===== config.mk =====
export PLATFORM = sky130hd
export DESIGN_NAME = hmlp_ctrl
export DESIGN_NICKNAME = d
export VERILOG_FILES = /design/src/rtl/hmlp_pkg.sv /design/src/rtl/hmlp_ctrl.sv
export SDC_FILE = /design/constraint.sdc
export NUM_CORES = 1
export LEC_CHECK = 0
export BUFFER_PORTS_ARGS = -buffer_cell sky130_fd_sc_hd__clkbuf_2
export CORE_MARGIN = 3
export CORE_UTILIZATION = 48
export CTS_BUF_LIST = sky130_fd_sc_hd__clkbuf_4
export DETAILED_ROUTE_END_ITERATION = 8
export PLACE_DENSITY = 0.77
export SLEW_MARGIN = 30
export SYNTH_ARGS = -nofsm -noshare
export SYNTH_HDL_FRONTEND = slang
export SYNTH_SLANG_ARGS = --single-unit

===== constraint.sdc =====
create_clock -name clock -period 4.4 [get_ports clock]
set_input_delay 0.66 -clock clock [delete_from_list [all_inputs] [get_ports clock]]
set_output_delay 0.66 -clock clock [all_outputs]
set_load 0.02 [all_outputs]

===== src/rtl/hmlp_pkg.sv =====
// ============================================================================
// hmlp_pkg
// Shared constants and types for the linear-probing hash map: slot layout,
// memory write port, result bundle and operation codes.
// ============================================================================
package hmlp_pkg;

   // Store geometry.
   localparam int CAPACITY    = 1024;
   localparam int KEY_WIDTH   = 32;
   localparam int VALUE_WIDTH = 32;

   localparam int IDX_W    = $clog2(CAPACITY);
   localparam int CNT_W    = $clog2(CAPACITY + 1);
   localparam bit CAP_POW2 = ((CAPACITY & (CAPACITY - 1)) == 0);

   // Port field widths.
   localparam int OP_W    = 2;
   localparam int FIELD_W = 32;
   localparam int HASH_W  = 32;
   localparam int LIMIT_W = 10;
   localparam int USED_W  = 11;

   localparam logic [LIMIT_W-1:0] LIMIT_RESET = LIMIT_W'(768);

   // Start index reduction for a capacity that is not a power of two:
   // hash bits are folded in a few at a time.
   localparam int MOD_DIGITS = 4;
   localparam int MOD_STEPS  = HASH_W / MOD_DIGITS;
   localparam int MOD_STEP_W = $clog2(MOD_STEPS);

   // Operation codes.
   localparam logic [OP_W-1:0] OP_LOOKUP = 2'd0;
   localparam logic [OP_W-1:0] OP_INSERT = 2'd1;
   localparam logic [OP_W-1:0] OP_REMOVE = 2'd2;

   typedef struct packed {
      logic                   tomb;
      logic [KEY_WIDTH-1:0]   key;
      logic [VALUE_WIDTH-1:0] value;
   } slot_type;

   typedef struct packed {
      logic             en;
      logic [IDX_W-1:0] addr;
      slot_type         data;
   } ram_wr_type;

   typedef struct packed {
      logic               hit;
      logic [FIELD_W-1:0] value_out;
      logic               full_res;
      logic [USED_W-1:0]  used_count;
   } res_type;

endpackage


===== src/rtl/hmlp_ctrl.sv =====
// ============================================================================
// hmlp_ctrl
// Probe sequencer: clears the store after reset, walks the probe chain one
// slot per cycle, applies the operation and holds the result for pickup.
// ============================================================================
module hmlp_ctrl
   import hmlp_pkg::*;
(
   input  logic               clock,
   input  logic               reset,
   input  logic [LIMIT_W-1:0] load_limit,
   input  logic               in_valid,
   output logic               in_ready,
   input  logic [OP_W-1:0]    in_op,
   input  logic [FIELD_W-1:0] in_key,
   input  logic [HASH_W-1:0]  in_key_hash,
   input  logic [FIELD_W-1:0] in_value,
   input  slot_type           rd_data,
   output logic [IDX_W-1:0]   rd_addr,
   output ram_wr_type         wr,
   output logic               res_valid,
   input  logic               res_take,
   output res_type            res
);

   typedef enum logic [2:0] {
      S_CLEAR,
      S_IDLE,
      S_MOD,
      S_START,
      S_PROBE,
      S_DONE
   } state_type;

   localparam int CMP_W = (CNT_W + 1 > LIMIT_W) ? CNT_W + 1 : LIMIT_W;
   localparam logic [IDX_W-1:0] LAST_IDX = IDX_W'(CAPACITY - 1);

   // Folds MOD_DIGITS hash bits into a remainder below CAPACITY.
   function automatic logic [IDX_W-1:0] mod_fold(input logic [IDX_W-1:0] rem,
                                                 input logic [MOD_DIGITS-1:0] dig);
      logic [IDX_W:0] r;
      r = {1'b0, rem};
      for (int i = MOD_DIGITS - 1; i >= 0; i--) begin
         r = {r[IDX_W-1:0], dig[i]};
         if (r >= (IDX_W + 1)'(CAPACITY)) begin
            r = r - (IDX_W + 1)'(CAPACITY);
         end
      end
      return r[IDX_W-1:0];
   endfunction

   state_type              state_ff, state_in;
   logic [IDX_W-1:0]       cur_ff, cur_in;
   logic [IDX_W-1:0]       n_ff, n_in;
   logic [OP_W-1:0]        op_ff, op_in;
   logic [KEY_WIDTH-1:0]   key_ff, key_in;
   logic [VALUE_WIDTH-1:0] val_ff, val_in;
   logic [HASH_W-1:0]      hash_ff, hash_in;
   logic [IDX_W-1:0]       rem_ff, rem_in;
   logic [MOD_STEP_W-1:0]  step_ff, step_in;
   logic                   tomb_seen_ff, tomb_seen_in;
   logic [IDX_W-1:0]       tomb_idx_ff, tomb_idx_in;
   logic [CNT_W-1:0]       used_ff, used_in;
   res_type                res_ff, res_in;

   logic [IDX_W-1:0]       next_idx;
   logic                   is_empty, is_tomb, is_match, is_last;
   logic                   done, found, have_slot, slot_is_tomb;
   logic [IDX_W-1:0]       slot_addr;
   logic                   over_limit;
   logic [KEY_WIDTH-1:0]   in_key_cut;

   assign next_idx   = (cur_ff == LAST_IDX) ? '0 : cur_ff + 1'b1;
   assign is_empty   = (rd_data.key == '0) && !rd_data.tomb;
   assign is_tomb    = (rd_data.key == '0) && rd_data.tomb;
   assign is_match   = (rd_data.key == key_ff);
   assign is_last    = (n_ff == LAST_IDX);
   assign over_limit = (CMP_W'(used_ff) + CMP_W'(1)) > CMP_W'(load_limit);
   assign in_key_cut = KEY_WIDTH'(in_key);

   assign in_ready  = (state_ff == S_IDLE);
   assign res_valid = (state_ff == S_DONE);
   assign res       = res_ff;

   // Probe outcome for the slot whose data is on the read port.
   always_comb begin
      done         = 1'b0;
      found        = 1'b0;
      have_slot    = 1'b0;
      slot_is_tomb = 1'b0;
      slot_addr    = cur_ff;
      if (is_match) begin
         done  = 1'b1;
         found = 1'b1;
      end else if (is_empty) begin
         done         = 1'b1;
         have_slot    = 1'b1;
         slot_is_tomb = tomb_seen_ff;
         slot_addr    = tomb_seen_ff ? tomb_idx_ff : cur_ff;
      end else if (is_last) begin
         done         = 1'b1;
         have_slot    = tomb_seen_ff || is_tomb;
         slot_is_tomb = 1'b1;
         slot_addr    = tomb_seen_ff ? tomb_idx_ff : cur_ff;
      end
   end

   always_comb begin
      state_in     = state_ff;
      cur_in       = cur_ff;
      n_in         = n_ff;
      op_in        = op_ff;
      key_in       = key_ff;
      val_in       = val_ff;
      hash_in      = hash_ff;
      rem_in       = rem_ff;
      step_in      = step_ff;
      tomb_seen_in = tomb_seen_ff;
      tomb_idx_in  = tomb_idx_ff;
      used_in      = used_ff;
      res_in       = res_ff;
      rd_addr      = next_idx;
      wr           = '0;

      case (state_ff)
         S_CLEAR: begin
            wr.en    = 1'b1;
            wr.addr  = cur_ff;
            cur_in   = next_idx;
            if (cur_ff == LAST_IDX) begin
               state_in = S_IDLE;
            end
         end
         S_IDLE: begin
            if (in_valid) begin
               op_in        = in_op;
               key_in       = in_key_cut;
               val_in       = VALUE_WIDTH'(in_value);
               hash_in      = in_key_hash;
               tomb_seen_in = 1'b0;
               n_in         = '0;
               if (in_key_cut == '0 ||
                   (in_op != OP_LOOKUP && in_op != OP_INSERT && in_op != OP_REMOVE)) begin
                  res_in   = '{hit: 1'b0, value_out: '0, full_res: 1'b0,
                               used_count: USED_W'(used_ff)};
                  state_in = S_DONE;
               end else if (CAP_POW2) begin
                  rd_addr  = in_key_hash[IDX_W-1:0];
                  cur_in   = in_key_hash[IDX_W-1:0];
                  state_in = S_PROBE;
               end else begin
                  rem_in   = '0;
                  step_in  = '0;
                  state_in = S_MOD;
               end
            end
         end
         S_MOD: begin
            rem_in  = mod_fold(rem_ff, hash_ff[HASH_W-1 -: MOD_DIGITS]);
            hash_in = hash_ff << MOD_DIGITS;
            step_in = step_ff + 1'b1;
            if (step_ff == MOD_STEP_W'(MOD_STEPS - 1)) begin
               state_in = S_START;
            end
         end
         S_START: begin
            rd_addr  = rem_ff;
            cur_in   = rem_ff;
            state_in = S_PROBE;
         end
         S_PROBE: begin
            cur_in = next_idx;
            n_in   = n_ff + 1'b1;
            if (is_tomb && !tomb_seen_ff) begin
               tomb_seen_in = 1'b1;
               tomb_idx_in  = cur_ff;
            end
            if (done) begin
               res_in.hit       = found;
               res_in.value_out = '0;
               res_in.full_res  = 1'b0;
               case (op_ff)
                  OP_LOOKUP: begin
                     if (found) begin
                        res_in.value_out = FIELD_W'(rd_data.value);
                     end
                  end
                  OP_INSERT: begin
                     if (found) begin
                        wr = '{en: 1'b1, addr: cur_ff,
                               data: '{tomb: 1'b0, key: key_ff, value: val_ff}};
                     end else if (!have_slot) begin
                        res_in.full_res = 1'b1;
                     end else if (slot_is_tomb) begin
                        wr = '{en: 1'b1, addr: slot_addr,
                               data: '{tomb: 1'b0, key: key_ff, value: val_ff}};
                     end else if (over_limit) begin
                        res_in.full_res = 1'b1;
                     end else begin
                        wr = '{en: 1'b1, addr: slot_addr,
                               data: '{tomb: 1'b0, key: key_ff, value: val_ff}};
                        used_in = used_ff + 1'b1;
                     end
                  end
                  OP_REMOVE: begin
                     if (found) begin
                        wr = '{en: 1'b1, addr: cur_ff,
                               data: '{tomb: 1'b1, key: '0, value: '0}};
                     end
                  end
                  default: begin
                  end
               endcase
               res_in.used_count = USED_W'(used_in);
               state_in          = S_DONE;
            end
         end
         S_DONE: begin
            if (res_take) begin
               state_in = S_IDLE;
            end
         end
         default: begin
            state_in = S_IDLE;
         end
      endcase
   end

   always_ff @(posedge clock) begin
      if (reset) begin
         state_ff <= S_CLEAR;
         cur_ff   <= '0;
         used_ff  <= '0;
      end else begin
         state_ff <= state_in;
         cur_ff   <= cur_in;
         used_ff  <= used_in;
      end
      n_ff         <= n_in;
      op_ff        <= op_in;
      key_ff       <= key_in;
      val_ff       <= val_in;
      hash_ff      <= hash_in;
      rem_ff       <= rem_in;
      step_ff      <= step_in;
      tomb_seen_ff <= tomb_seen_in;
      tomb_idx_ff  <= tomb_idx_in;
      res_ff       <= res_in;
   end

   // The used count only ever moves up by one.
   a_used_step: assert property (@(posedge clock) disable iff (reset)
      (used_ff != $past(used_ff)) |-> (used_ff == $past(used_ff) + 1'b1))
      else $error("used count moved by other than one");

   // A new slot is counted only when a live key is written.
   a_used_write: assert property (@(posedge clock) disable iff (reset)
      (state_ff == S_PROBE && used_in != used_ff) |->
      (wr.en && !wr.data.tomb && wr.data.key != '0))
      else $error("used count rose without a live key write");

   // Outside the clearing sweep, the store is written only as a probe ends.
   a_write_end: assert property (@(posedge clock) disable iff (reset)
      (wr.en && state_ff != S_CLEAR) |=> (state_ff == S_DONE))
      else $error("slot write outside probe end");

   // Only an insert can be refused.
   a_full_insert: assert property (@(posedge clock) disable iff (reset)
      (res_valid && res_ff.full_res) |-> (op_ff == OP_INSERT))
      else $error("full flag on an operation other than insert");

endmodule

Word-level counts from Yosys, hierarchy flattened. Cells that the tools add are included.

Add/sub/neg operators: 9. Multipliers: 0. Div/mod/pow operators: 0. Order comparisons: 5. Eq/ne operators: 21. Shifts and indexed selects: 0. Muxes and demuxes: 66. Bitwise logic cells: 0. Reductions and logical operators: 27.

Operators with widths (number): $mux 76 (6); $mux 10 (17); $pmux 76 s2 (1); $mux 45 (3); $mux 32 (3); $pmux 45 s2 (1); $mux 65 (1); $logic_not 32->1 (2); $pmux 32 s2 (1); $mux 11 (5); $ge 11x11->1 const B (4); $pmux 10 s2 (2); $sub 10x1->10 const B (4); $eq 32x32->1 (1); $pmux 10 s3 (1); $pmux 11 s2 (1); $add 10x1->10 const B (2); $eq 10x10->1 const B (2); $pmux 3 s6 (1); $mux 1 (17); $mux 3 (5); $ne 2x2->1 const B (7); $add 11x1->12 const B (1); $gt 12x10->1 (1); 21 further kinds (39).

Register bits: 201. Latch bits: 0. Bits in writable memories: 0. ROM bits: 0. Output and inout port bits: 133. Memories: 0.

Logic depth before layout (Yosys ltp). Gate-level depths: netlist of run 1.

Word-level depth: 11. Gate-level depth with buffers: 15. Depth with buffers taken out: 13.

Least setup slack after synthesis of run 1. Ideal clock, no wire load.

Path type: register to register. From: register state_ff[0]. To: register res_ff (netlist bit res[0]), enable pin. Arrival: 4.094 ns. Required time: 3.940 ns. Path slack: -0.154 ns. Stages on the path, launching flop included: 9. Clock period less this slack: 4.554 ns. Cell sequence: dfxtp_1 -> clkbuf_1 -> nand2b_1 -> clkbuf_1 -> clkbuf_1 -> nor2_1 -> nand2_1 -> inv_1 -> o2bb2ai_1.

Word-level cells in the longest chain between the ends: 3.

Ends and longest elaborated chain: start, declared (line hmlp_ctrl.sv:52) `state_type state_ff, state_in;`; start signal, assigned (line hmlp_ctrl.sv:235) `state_ff <= state_in;`; $eq 3x1->1 (*); named net in_ready (line hmlp_ctrl.sv:13) `output logic in_ready,`; $ne 2x1->1 (no source line), or another cell as far along; $reduce_and 4->1 (no source line) (*); end signal, assigned (line hmlp_ctrl.sv:248) `res_ff <= res_in;`; end, declared (line hmlp_ctrl.sv:64) `res_type res_ff, res_in;`.

The timed path passes the listed nets; every way through them passes the cells marked *. A chain may end at the register's enable or synchronous reset.

==> summary.md, run 1 <==
| Metric | Value |
|---|---|
| TritonCTS clock tree | `built` |
| Fraction of the cycle the final worst path needs | `0.9989` |
| Site Rows | `51` |
| Share of async-settable or async-resettable flops after synthesis | `0` |
| Critical path data arrival time | `about 3.7 ns` |
| Wirelength per Cell | `18.58 um` |
| Multiplexer share of the synthesized area | `0.03746` |
| Worst Setup Slack, final | `0.004951 ns` |
| Number of nets in the synthesized netlist | `996` |
| Compound-gate portion of the synthesized area | `0.08431` |
| Die Ht | `around 150 um` |
| Instance count of the mapped netlist | `801` |
| Static leakage | `roughly 0.0054 uW` |
| Total global routing track utilization | `0.2381` |
| Largest family of logic cells by synthesized area | `simple AND/OR/NAND/NOR gates` |
| Count of final max-slew check failures | `0` |
| Hold WC Path Type | `input port to flip-flop` |
| Startpoint types | `flip-flop` |
| Vias | `about 7800` |
| Result of the run | `complete, no violations` |
| Setup slack after placement | `~0.29 ns` |
| Category of the most critical setup path | `flip-flop to primary output` |
| Crit. End Element | `primary output` |
| Setup repair after global routing missed its margin | `yes` |
| Worst-case headroom to the max-slew limit | `0.4187` |
| Maximum number of pins on one net before global-route repair | `67` |
| Die area | `roughly 0.022 mm2` |
| Post-Synth XOR/XNOR Area | `0.05299` |
| Highest clock rate | `227.5 MHz` |
| Critical path peak fanout | `32` |
| Nets | `1354` |
| Detailed-route vias per instance | `5.329` |
| Number of buffers inserted by hold repair at cts | `0` |
| Syn avg cell area | `~12 um2` |
| Total routed wirelength | `27180 um` |
| DP Cell Count | `1352` |
| Max-cap viol count | `0` |
| Wire length of the first global-routing pass | `40950 um` |
| Antenna violations before repair | `1` |
| Adder and majority gate portion of the synthesized area | `0.02349` |
| Number of inserted diodes | `0` |
| Total grt overflow | `0` |
| Share of the synthesized area in the top cell type | `0.5544` |
| Netlist area before placement | `~0.0096 mm2` |
| Power Total | `3910 uW` |
| I/O pins | `between 300 and 400` |
| HPWL after DPL | `between 15000 and 20000 um` |
| Final setup violation count | `0` |
| Starting density of the core | `0.4910` |
| DRT iter0 DRCs | `700` |
| Die Wd | `between 100 and 150 um` |
| Number of failing hold endpoints at the final stage | `0` |
| Final cell area excluding filler cells | `0.01298 mm2` |
| Number of buffers created by CTS | `between 50 and 60` |
| Pwr/cell area | `approximately 300 mW/mm2` |
| Final hold slack | `0.1833 ns` |
| Sequential area share after synthesis | `0.6045` |
| CTS clk-pin slew, worst paths | `~0.060 ns` |
| Main flop type after synthesis | `sky130_fd_sc_hd__edfxtp_1` |
| Yosys warns | `0` |
| CTS max path bufs | `3` |
| Area share of and/or/nand/nor cells after synthesis | `0.1678` |
| Count of flip-flops with a built-in enable after synthesis | `roughly 180` |
| Count of cell types in the netlist | `57` |
| Filler-free cell count of the finished design | `approximately 1500` |
| Count of TritonRoute iterations in the first routing pass | `6` |
| Placement-stage cell area | `0.01148 mm2` |
| Cell type contributing the most total cell area after synthesis | `sky130_fd_sc_hd__edfxtp_1` |
| Leading cell type in the layout, fill and taps excluded | `sky130_fd_sc_hd__clkbuf_2` |
| Worst vdd ir | `between 200 and 250 uV` |
| Routability cong. | `a little under 0.9` |
| Worst clock skew | `between 0.05 and 0.06 ns` |
| Area Growth Syn to Fin | `35.41%` |
| Top cells by area, synth | `sky130_fd_sc_hd__edfxtp_1 55%, sky130_fd_sc_hd__dfxtp_1 5.0%, sky130_fd_sc_hd__and2_1 4.6%` |
| Commonest cells after routing, fill and taps aside | `238 x sky130_fd_sc_hd__clkbuf_2, 177 x sky130_fd_sc_hd__edfxtp_1, 82 x sky130_fd_sc_hd__clkbuf_4, 48 x sky130_fd_sc_hd__nor2_1` |
| Layout cell share with drive strength beyond 1 | `0.4382` |
| Flop and latch count out of synthesis | `between 200 and 250` |
| Transition at the pin with the smallest max-transition slack | `0.8719 ns` |
| PortBufs | `~300` |
| Clock network latency to the later pin of the worst-skew pair | `~0.66 ns` |
| Number of global-route vias before repair | `7673` |
| Fin crit period | `around 4.4 ns` |
| Required time worst endpoint | `between 3 and 4 ns` |
| Max H-tree Level | `2` |
| Clock sink count | `roughly 200` |
| Placeable core region | `0.01953 mm2` |
| Drt drc | `0` |
| Root Buffer Master | `sky130_fd_sc_hd__clkbuf_4` |
| Routed Antenna Nets | `0` |
-- flip-flops by register name, summed over array words and instances, names as in the netlist --
signal,flops
key_ff,32
state_ff,3
step_ff,3
used_ff,11
tomb_idx_ff,10
val_ff,32
res,45
tomb_seen_ff,1
hash_ff,32
op_ff,2
n_ff,10
cur_ff,10
rem_ff,10
-- worst max-delay path, cell delays in order, from the launching register on --
cell and delay, ns:
sky130_fd_sc_hd__dfxtp_4 0.37, sky130_fd_sc_hd__and2_4 0.16, sky130_fd_sc_hd__nand4_1 0.16, sky130_fd_sc_hd__buf_4 0.20
sky130_fd_sc_hd__xnor2_2 0.12, sky130_fd_sc_hd__ha_1 0.31, sky130_fd_sc_hd__nand4_1 0.17, sky130_fd_sc_hd__nor2_1 0.08
sky130_fd_sc_hd__a221oi_2 0.31, sky130_fd_sc_hd__o21ai_2 0.12, sky130_fd_sc_hd__a211oi_2 0.25, sky130_fd_sc_hd__o211a_4 0.28
sky130_fd_sc_hd__buf_12 0.19, sky130_fd_sc_hd__and2_1 0.18, sky130_fd_sc_hd__clkbuf_8 0.16
-- synth_stat cells, types with 24 or more instances --
master / count
sky130_fd_sc_hd__edfxtp_1: 177
sky130_fd_sc_hd__and2_1: 70
sky130_fd_sc_hd__nor2_1: 48
sky130_fd_sc_hd__nand2_1: 45
sky130_fd_sc_hd__xor2_1: 43
sky130_fd_sc_hd__and3_1: 38
sky130_fd_sc_hd__o21ai_0: 37
sky130_fd_sc_hd__inv_1: 36
sky130_fd_sc_hd__clkbuf_1: 33
sky130_fd_sc_hd__mux2_2: 31
sky130_fd_sc_hd__nor4_1: 28
sky130_fd_sc_hd__dfxtp_1: 24
-- area by class of cell --
class / instances / area (um2)
Sequential cell: 201 / 5818
Multi-Input combinational cell: 526 / 3717
Timing Repair Buffer: 341 / 2291
Clock inverter: 13 / 76.32
Clock buffer: 81 / 608.1
Fill cell: 1493 / 6545
Inverter: 36 / 138.9
Tap cell: 265 / 331.6
-- worst paths after layout --
kind / startpoint / end / slack, ns / depth (start not counted)
setup / recovery: used_ff[0] / wr[48] / 0.005 / 14
hold / removal: in_value[15] / val_ff[15] / 0.18 / 1
hold reg to reg: hash_ff[28] / rem_ff[0] / 0.42 / 0
setup reg to reg: used_ff[0] / res[4] / 0.71 / 12
-- timing repair --
| item | 4_1_cts | 5_1_grt |
|---|---|---|
| resized for setup | 82 | 168 |
| setup buffers | 7 | 8 |
| setup endpoints to repair | 75 | 74 |
| pin swaps | 8 | 14 |
| gates cloned | 2 | 2 |
-- metal layers --
metal | wire [um] | vias up | GRT usage
met3 | 2659 | 62 | 0.07372
met4 | 724 | 2 | 0.08481
li1 | - | 3698 | -
met2 | 12800 | 388 | 0.3825
met5 | 13 | - | 0
met1 | 10980 | 3647 | 0.3078
-- logic make-up (layout without fill, tap and decap cells) --
kind of cell,count (synthesis),count (layout)
flops,201,201
buf+inv,74,471
mux,32,32
simple gates,295,295
fa+ha+maj,18,18
compound gates,123,123
xor+xnor,58,58
-- per-stage QoR --
stage / util / TNS, ns
final: 0.6648 / 0
after global routing: 0.6648 / -9.159
after CTS: 0.6456 / -0.01986
after detailed placement: 0.5881 / 0
after global placement: 0.5881 / 0
after floorplan: - / 0
-- power by group --
part           leakage (uW)  internal, uW  switching [uW]
combinational       0.00327           102            99.9
clock              0.000408           891             752
sequential          0.00173          2060            5.91
total               0.00541          3050             858
No activity file was read; power rests on OpenSTA's default activity.
==> inputs of run 2 (changes only) <==
CORE_UTILIZATION = 45   (was 48)
PLACE_DENSITY = 0.73   (was 0.77)
==> summary.md, run 2 (synthesized netlist as in run 1, its figures left out) <==
| Metric | Value |
|---|---|
| Result of the run | `complete, no violations` |
| Net switching component of the power | `841.2 uW` |
| Worst vdd ir | `~250 uV` |
| Hold WC Path Type | `input port to flip-flop` |
| Static leakage | `between 0.005 and 0.006 uW` |
| I/O pins | `310` |
| Number of buffers created by CTS | `51` |
| CP Capture Point | `wr[0]` |
| Site Rows | `52` |
| Maximum number of pins on one net before global-route repair | `67` |
| Routability cong. | `0.9254` |
| Kind of cell with the highest combined delay on the critical path | `compound AO/OA/AOI/OAI gates` |
| Reg2Reg Launch Point | `used_ff[5]` |
| Setup slack of the worst register-to-register path | `0.67 ns` |
| Number of buffers inserted by hold repair at cts | `0` |
| Root Buffer Master | `sky130_fd_sc_hd__clkbuf_4` |
| Fin crit period | `4.331 ns` |
| Transition at the pin with the smallest max-transition slack | `about 0.90 ns` |
| Clock network latency to the later pin of the worst-skew pair | `0.65 ns` |
| Largest register FFs | `45` |
| Total routed wirelength | `27470 um` |
| Setup repair after global routing missed its margin | `yes` |
| Layout filler cell count | `around 1700` |
| Drt drc | `0` |
| Placement-stage cell area | `about 0.012 mm2` |
| Max-cap viol count | `0` |
| Wire length of the first global-routing pass | `about 42000 um` |
| Buf+Inv Stages, Crit Path | `5` |
| Storage cell area | `just under 0.006 mm2` |
| Critical R2R Capture | `res[4]` |
| Commonest cells after routing, fill and taps aside | `235 x sky130_fd_sc_hd__clkbuf_2, 177 x sky130_fd_sc_hd__edfxtp_1, 83 x sky130_fd_sc_hd__clkbuf_4, 48 x sky130_fd_sc_hd__nor2_1` |
| Worst-case headroom to the max-slew limit | `0.3992` |
| Count of final max-slew check failures | `0` |
| Cell depth of the worst setup path | `16` |
| Routed Antenna Nets | `0` |
| Fraction of power consumed by the clock network | `0.410` |
| Total global routing track utilization | `0.2261` |
| Startpoint types | `flip-flop` |
| Number of cells traversed by the worst hold path | `1` |
| Count of TritonRoute iterations in the first routing pass | `5` |
| Leading cell type in the layout, fill and taps excluded | `sky130_fd_sc_hd__clkbuf_2` |
| Pwr/cell area | `between 200 and 300 mW/mm2` |
| TritonCTS clock tree | `built` |
| CTS clk-pin slew, worst paths | `approximately 0.070 ns` |
| Final setup violation count | `0` |
| Multi-input combinational cell area | `~0.0037 mm2` |
| Vias | `just under 8000` |
| Delay of the slowest cell on the worst path | `0.38 ns` |
| Placeable core region | `a little over 0.02 mm2` |
| Worst clock skew | `0.04245 ns` |
| Worst path cell trace | `nand3_4 -> inv_2 -> nand4_1 -> buf_4 -> xnor2_1 -> ha_1 -> nand4_1 -> nor2_1 -> a221oi_2 -> o21ai_2 -> a211oi_2 -> o211a_4 -> buf_12 -> clkbuf_16 -> and2_1 -> buf_4` |
| Detailed-route vias per instance | `~5.4` |
| Number of failing hold endpoints at the final stage | `0` |
| Die area | `between 0.02 and 0.025 mm2` |
| Crit. End Element | `primary output` |
| Required time worst endpoint | `3.74 ns` |
| Max H-tree Level | `2` |
| Number of global-route vias before repair | `between 7000 and 8000` |
| Internal power | `about 3000 uW` |
| PortBufs | `309` |
| DRT iter0 DRCs | `573` |
| Sequential group share of total power | `0.537` |
| Final cell area excluding filler cells | `~0.013 mm2` |
| Area Growth Syn to Fin | `35.08%` |
| Critical path peak fanout | `8` |
| Combinational share of power | `0.053` |
| Layout cell share with drive strength beyond 1 | `0.4287` |
| CTS max path bufs | `3` |
| Starting density of the core | `0.4663` |
| Fraction of the cycle the final worst path needs | `0.9844` |
| Net Sw Frac | `0.2186` |
| Total grt overflow | `0` |
| Category of the most critical setup path | `flip-flop to primary output` |
| Nets | `between 1000 and 1500` |
| Die Wd | `roughly 150 um` |
| Clock sink count | `201` |
| R2R depth | `14` |
| Filler-free cell count of the finished design | `about 1500` |
| Critical path data arrival time | `between 3 and 4 ns` |
| DP Cell Count | `about 1400` |
| Wirelength per Cell | `~19 um` |
| Highest clock rate | `roughly 230 MHz` |
| HPWL after DPL | `between 15000 and 20000 um` |
| Beginning of the critical path | `used_ff[5]` |
| Slowest cell on crit path | `sky130_fd_sc_hd__dfxtp_4` |
| Die Ht | `152.0 um` |
| Antenna violations before repair | `2` |
[run 2: cell count changes in the layout (fill, tap and decap cells not counted), moves of 3 or more]
cell                       delta
sky130_fd_sc_hd__buf_6        -7
sky130_fd_sc_hd__o21ai_0      +7
sky130_fd_sc_hd__clkinv_1     -6
sky130_fd_sc_hd__buf_2        +4
sky130_fd_sc_hd__clkbuf_8     +9
sky130_fd_sc_hd__nand2_1      +4
sky130_fd_sc_hd__buf_4        -7
sky130_fd_sc_hd__o21ai_2      -5
sky130_fd_sc_hd__nand2_2      -4
sky130_fd_sc_hd__clkbuf_2     -3
[run 2: metal layers]
| metal | vias to the layer above | global-route usage | wire length (um) | part of all wire |
|---|---|---|---|---|
| met5 | - | 0 | 18 | 0.00066 |
| met4 | 2 | 0.07449 | 779 | 0.028 |
| met3 | 69 | 0.07907 | 2528 | 0.092 |
| met2 | 378 | 0.3620 | 13020 | 0.47 |
| met1 | 3747 | 0.2890 | 11130 | 0.41 |
| li1 | 3695 | - | - | - |
[run 2: power groups by stage]
stage	combinational, uW	sequential [uW]	clock (uW)
2_1_floorplan	77.7	2110	0
6_report	205	2070	1580
3_5_place_dp	199	2110	0
3_3_place_gp	195	2110	0
5_1_grt	224	2070	1730
4_1_cts	202	2070	1630
[run 2: final cells by class]
| cell class | instances | area share |
|---|---|---|
| Antenna cell | 1 | 0.0001932 |
| Clock buffer | 83 | 0.04812 |
| Clock inverter | 7 | 0.002126 |
| Inverter | 36 | 0.01072 |
| Multi-Input combinational cell | 526 | 0.2834 |
| Sequential cell | 201 | 0.4488 |
| Tap cell | 270 | 0.02609 |
| Timing Repair Buffer | 339 | 0.1806 |
[run 2: worst min-delay path by stage]
stage / start / to / slack (ns)
floorplan: hash_ff[28] / rem_ff[0] / 0.40
global placement: hash_ff[29] / rem_ff[1] / 0.40
detailed placement: hash_ff[31] / rem_ff[3] / 0.42
CTS: in_value[29] / val_ff[29] / 0.13
global route: in_value[0] / val_ff[0] / 0.14
finish: in_value[16] / val_ff[16] / 0.18
[run 2: what timing repair did]
| item | 4_1_cts | 5_1_grt |
|---|---|---|
| pin swaps | 8 | 17 |
| setup buffers | 9 | 2 |
| gates cloned | 2 | 1 |
| resized for setup | 103 | 122 |
| setup endpoints to repair | 75 | 75 |
[run 2: through the flow]
step	utilization	TNS (ns)	hold WS [ns]	worst slack, ns	power (uW)
final	0.6299	0	0.1750	0.06883	3848
after global routing	0.6299	-10.42	0.1448	-0.2179	4016
after CTS	0.6179	-0.1952	0.1277	-0.01469	3897
after detailed placement	0.5596	0	0.4158	0.2278	2308
after global placement	0.5596	0	0.4016	0.3301	2305
after floorplan	-	0	0.4003	0.6620	2184
==> inputs of run 3 (changes only) <==
CORE_UTILIZATION = 25   (was 45)
PLACE_DENSITY = 0.45   (was 0.73)
SETUP_SLACK_MARGIN = 0.5   (was not set)
==> summary.md, run 3 (synthesized netlist as in run 1, its figures left out) <==
| Metric | Value |
|---|---|
| Result of the run | `complete, no violations` |
| Cell depth of the worst setup path | `16` |
| Combinational share of power | `0.060` |
| Number of buffers created by CTS | `59` |
| Hold WC Path Type | `input port to flip-flop` |
| Max-cap viol count | `0` |
| DRT iter0 DRCs | `around 350` |
| Drt drc | `0` |
| Net switching component of the power | `around 960 uW` |
| CTS max path bufs | `3` |
| Clock network latency to the later pin of the worst-skew pair | `approximately 0.76 ns` |
| Detailed-route vias per instance | `between 4 and 5` |
| Max H-tree Level | `2` |
| Routed Antenna Nets | `0` |
| Critical path peak fanout | `8` |
| CTS clk-pin slew, worst paths | `about 0.06 ns` |
| Transition at the pin with the smallest max-transition slack | `around 0.89 ns` |
| Sequential group share of total power | `0.513` |
| Count of final max-slew check failures | `0` |
| Kind of cell with the highest combined delay on the critical path | `compound AO/OA/AOI/OAI gates` |
| Nets | `1450` |
| DP Cell Count | `between 1500 and 2000` |
| Setup repair after global routing missed its margin | `yes` |
| Worst Setup Slack, final | `0.01007 ns` |
| Total grt overflow | `0` |
| Vias | `8042` |
| Static leakage | `0.006041 uW` |
| HPWL after DPL | `21490 um` |
| Site Rows | `71` |
| Net Sw Frac | `0.2377` |
| Fraction of the cycle the final worst path needs | `0.9977` |
| Worst path cell trace | `ha_4 -> nand3_2 -> inv_2 -> nand3_4 -> xnor2_2 -> ha_1 -> nand4_1 -> nor2_2 -> a221oi_2 -> o21ai_2 -> a211oi_2 -> o211a_4 -> buf_4 -> buf_12 -> and2_4 -> clkbuf_8` |
| Count of TritonRoute iterations in the first routing pass | `5` |
| Slowest cell on crit path | `sky130_fd_sc_hd__dfxtp_4` |
| Die Ht | `~200 um` |
| Layout cell share with drive strength beyond 1 | `0.4773` |
| Beginning of the critical path | `used_ff[0]` |
| Category of the most critical setup path | `flip-flop to primary output` |
| Worst vdd ir | `~180 uV` |
| Fin crit period | `4.390 ns` |
| Root Buffer Master | `sky130_fd_sc_hd__clkbuf_4` |
| Buf+Inv Stages, Crit Path | `4` |
| Delay of the slowest cell on the worst path | `roughly 0.37 ns` |
| Maximum number of pins on one net before global-route repair | `between 60 and 70` |
| Die area | `0.04073 mm2` |
| Filler-free cell count of the finished design | `between 1500 and 2000` |
| Pwr/cell area | `274.0 mW/mm2` |
| Setup slack after placement | `roughly 0.32 ns` |
| Power Total | `between 4000 and 5000 uW` |
| Largest register FFs | `between 40 and 50` |
| Antenna violations before repair | `3` |
| Highest clock rate | `227.8 MHz` |
| Setup slack of the worst register-to-register path | `~0.01 ns` |
| Fraction of power consumed by the clock network | `0.427` |
| Internal power | `a little over 3000 uW` |
| Total global routing track utilization | `0.1532` |
| Startpoint types | `flip-flop` |
| Routability cong. | `between 0.8 and 0.9` |
| Required time worst endpoint | `around 3.7 ns` |
| Wire length of the first global-routing pass | `between 40000 and 50000 um` |
| Number of failing hold endpoints at the final stage | `0` |
| Total routed wirelength | `roughly 32000 um` |
| I/O pins | `310` |
| Placeable core region | `approximately 0.038 mm2` |
| Number of global-route vias before repair | `roughly 8600` |
| Commonest cells after routing, fill and taps aside | `234 x sky130_fd_sc_hd__clkbuf_2, 177 x sky130_fd_sc_hd__edfxtp_1, 84 x sky130_fd_sc_hd__clkbuf_4, 65 x sky130_fd_sc_hd__and2_4, 57 x sky130_fd_sc_hd__buf_8` |
| TritonCTS clock tree | `built` |
| Reg2Reg Launch Point | `used_ff[0]` |
| Worst clock skew | `just under 0.06 ns` |
| Critical path data arrival time | `~3.7 ns` |
| CP Capture Point | `wr[49]` |
| Wirelength per Cell | `between 15 and 20 um` |
| Critical R2R Capture | `used_ff[5]` |
| Leading cell type in the layout, fill and taps excluded | `sky130_fd_sc_hd__clkbuf_2` |
| Layout filler cell count | `3700` |
| Starting density of the core | `0.2539` |
| Final setup violation count | `0` |
| R2R depth | `33` |
| Area Growth Syn to Fin | `53.42%` |
| Die Wd | `201.8 um` |
| PortBufs | `approximately 310` |
| Worst-case headroom to the max-slew limit | `0.4085` |
| Crit. End Element | `primary output` |
| Clock sink count | `201` |
## run 3: cell count changes in the layout (fill, tap and decap cells not counted), moves of 6 or more
| cell | delta |
|---|---|
| sky130_fd_sc_hd__and2_1 | -40 |
| sky130_fd_sc_hd__and2_4 | +40 |
| sky130_fd_sc_hd__buf_4 | +6 |
| sky130_fd_sc_hd__buf_8 | +53 |
| sky130_fd_sc_hd__clkbuf_8 | -17 |
| sky130_fd_sc_hd__clkinv_1 | +9 |
| sky130_fd_sc_hd__dlygate4sd3_1 | +46 |
| sky130_fd_sc_hd__o21ai_0 | -6 |
## run 3: power by group through the flow
stage	sequential [uW]	clock [uW]	combinational [uW]
4_1_cts	2070	1830	235
3_3_place_gp	2110	0	198
5_1_grt	2070	1930	265
3_5_place_dp	2110	0	199
2_1_floorplan	2110	0	77.7
6_report	2070	1720	240
## run 3: per-layer routing
layer  wire length, um  GRT usage
met2             15190     0.2425
met4               781    0.05682
met5                13          0
met3              2418    0.04977
met1             14030     0.1963
## run 3: cell type report
cell class | count | area (um2) | area share
antenna | 2 | 5.005 | 0.0003403
clock buffer | 84 | 630.6 | 0.04288
clock inverter | 19 | 90.09 | 0.006125
inverter | 36 | 138.9 | 0.009443
multi-input combinational | 526 | 3852 | 0.2619
sequential | 201 | 5816 | 0.3954
tap | 511 | 639.4 | 0.04347
timing repair buffer | 431 | 3536 | 0.2404
## run 3: how the worst min path moves through the flow
stage | cells after the start | slack [ns] | end | start
final | 1 | 0.12 | val_ff[31] | in_value[31]
after global routing | 1 | 0.005 | val_ff[24] | in_value[24]
after CTS | 1 | 0.004 | val_ff[31] | in_value[31]
after detailed placement | 0 | 0.41 | rem_ff[3] | hash_ff[31]
after global placement | 0 | 0.40 | rem_ff[3] | hash_ff[31]
after floorplan | 0 | 0.40 | rem_ff[0] | hash_ff[28]
## run 3: metrics by stage
| step | setup TNS, ns | area, um2 | hold slack [ns] | utilization |
|---|---|---|---|---|
| after floorplan | 0 | 9597 | 0.4003 | - |
| after global placement | 0 | 11810 | 0.4013 | 0.3128 |
| after detailed placement | 0 | 11810 | 0.4071 | 0.3129 |
| after CTS | -7.986 | 14210 | 0.004199 | 0.3764 |
| after global routing | -17.59 | 14710 | 0.004790 | 0.3896 |
| final | 0 | 14710 | 0.1225 | 0.3896 |
## run 3: timing repair
action                                  in CTS  in global routing
pin swaps                                   26                 36
cloned                                       4                  4
hold endpoints to repair                    46                  0
buffers inserted                            39                 10
hold buffers                                46                  0
endpoints found under the setup margin      77                 84
gates resized for setup                    209                146
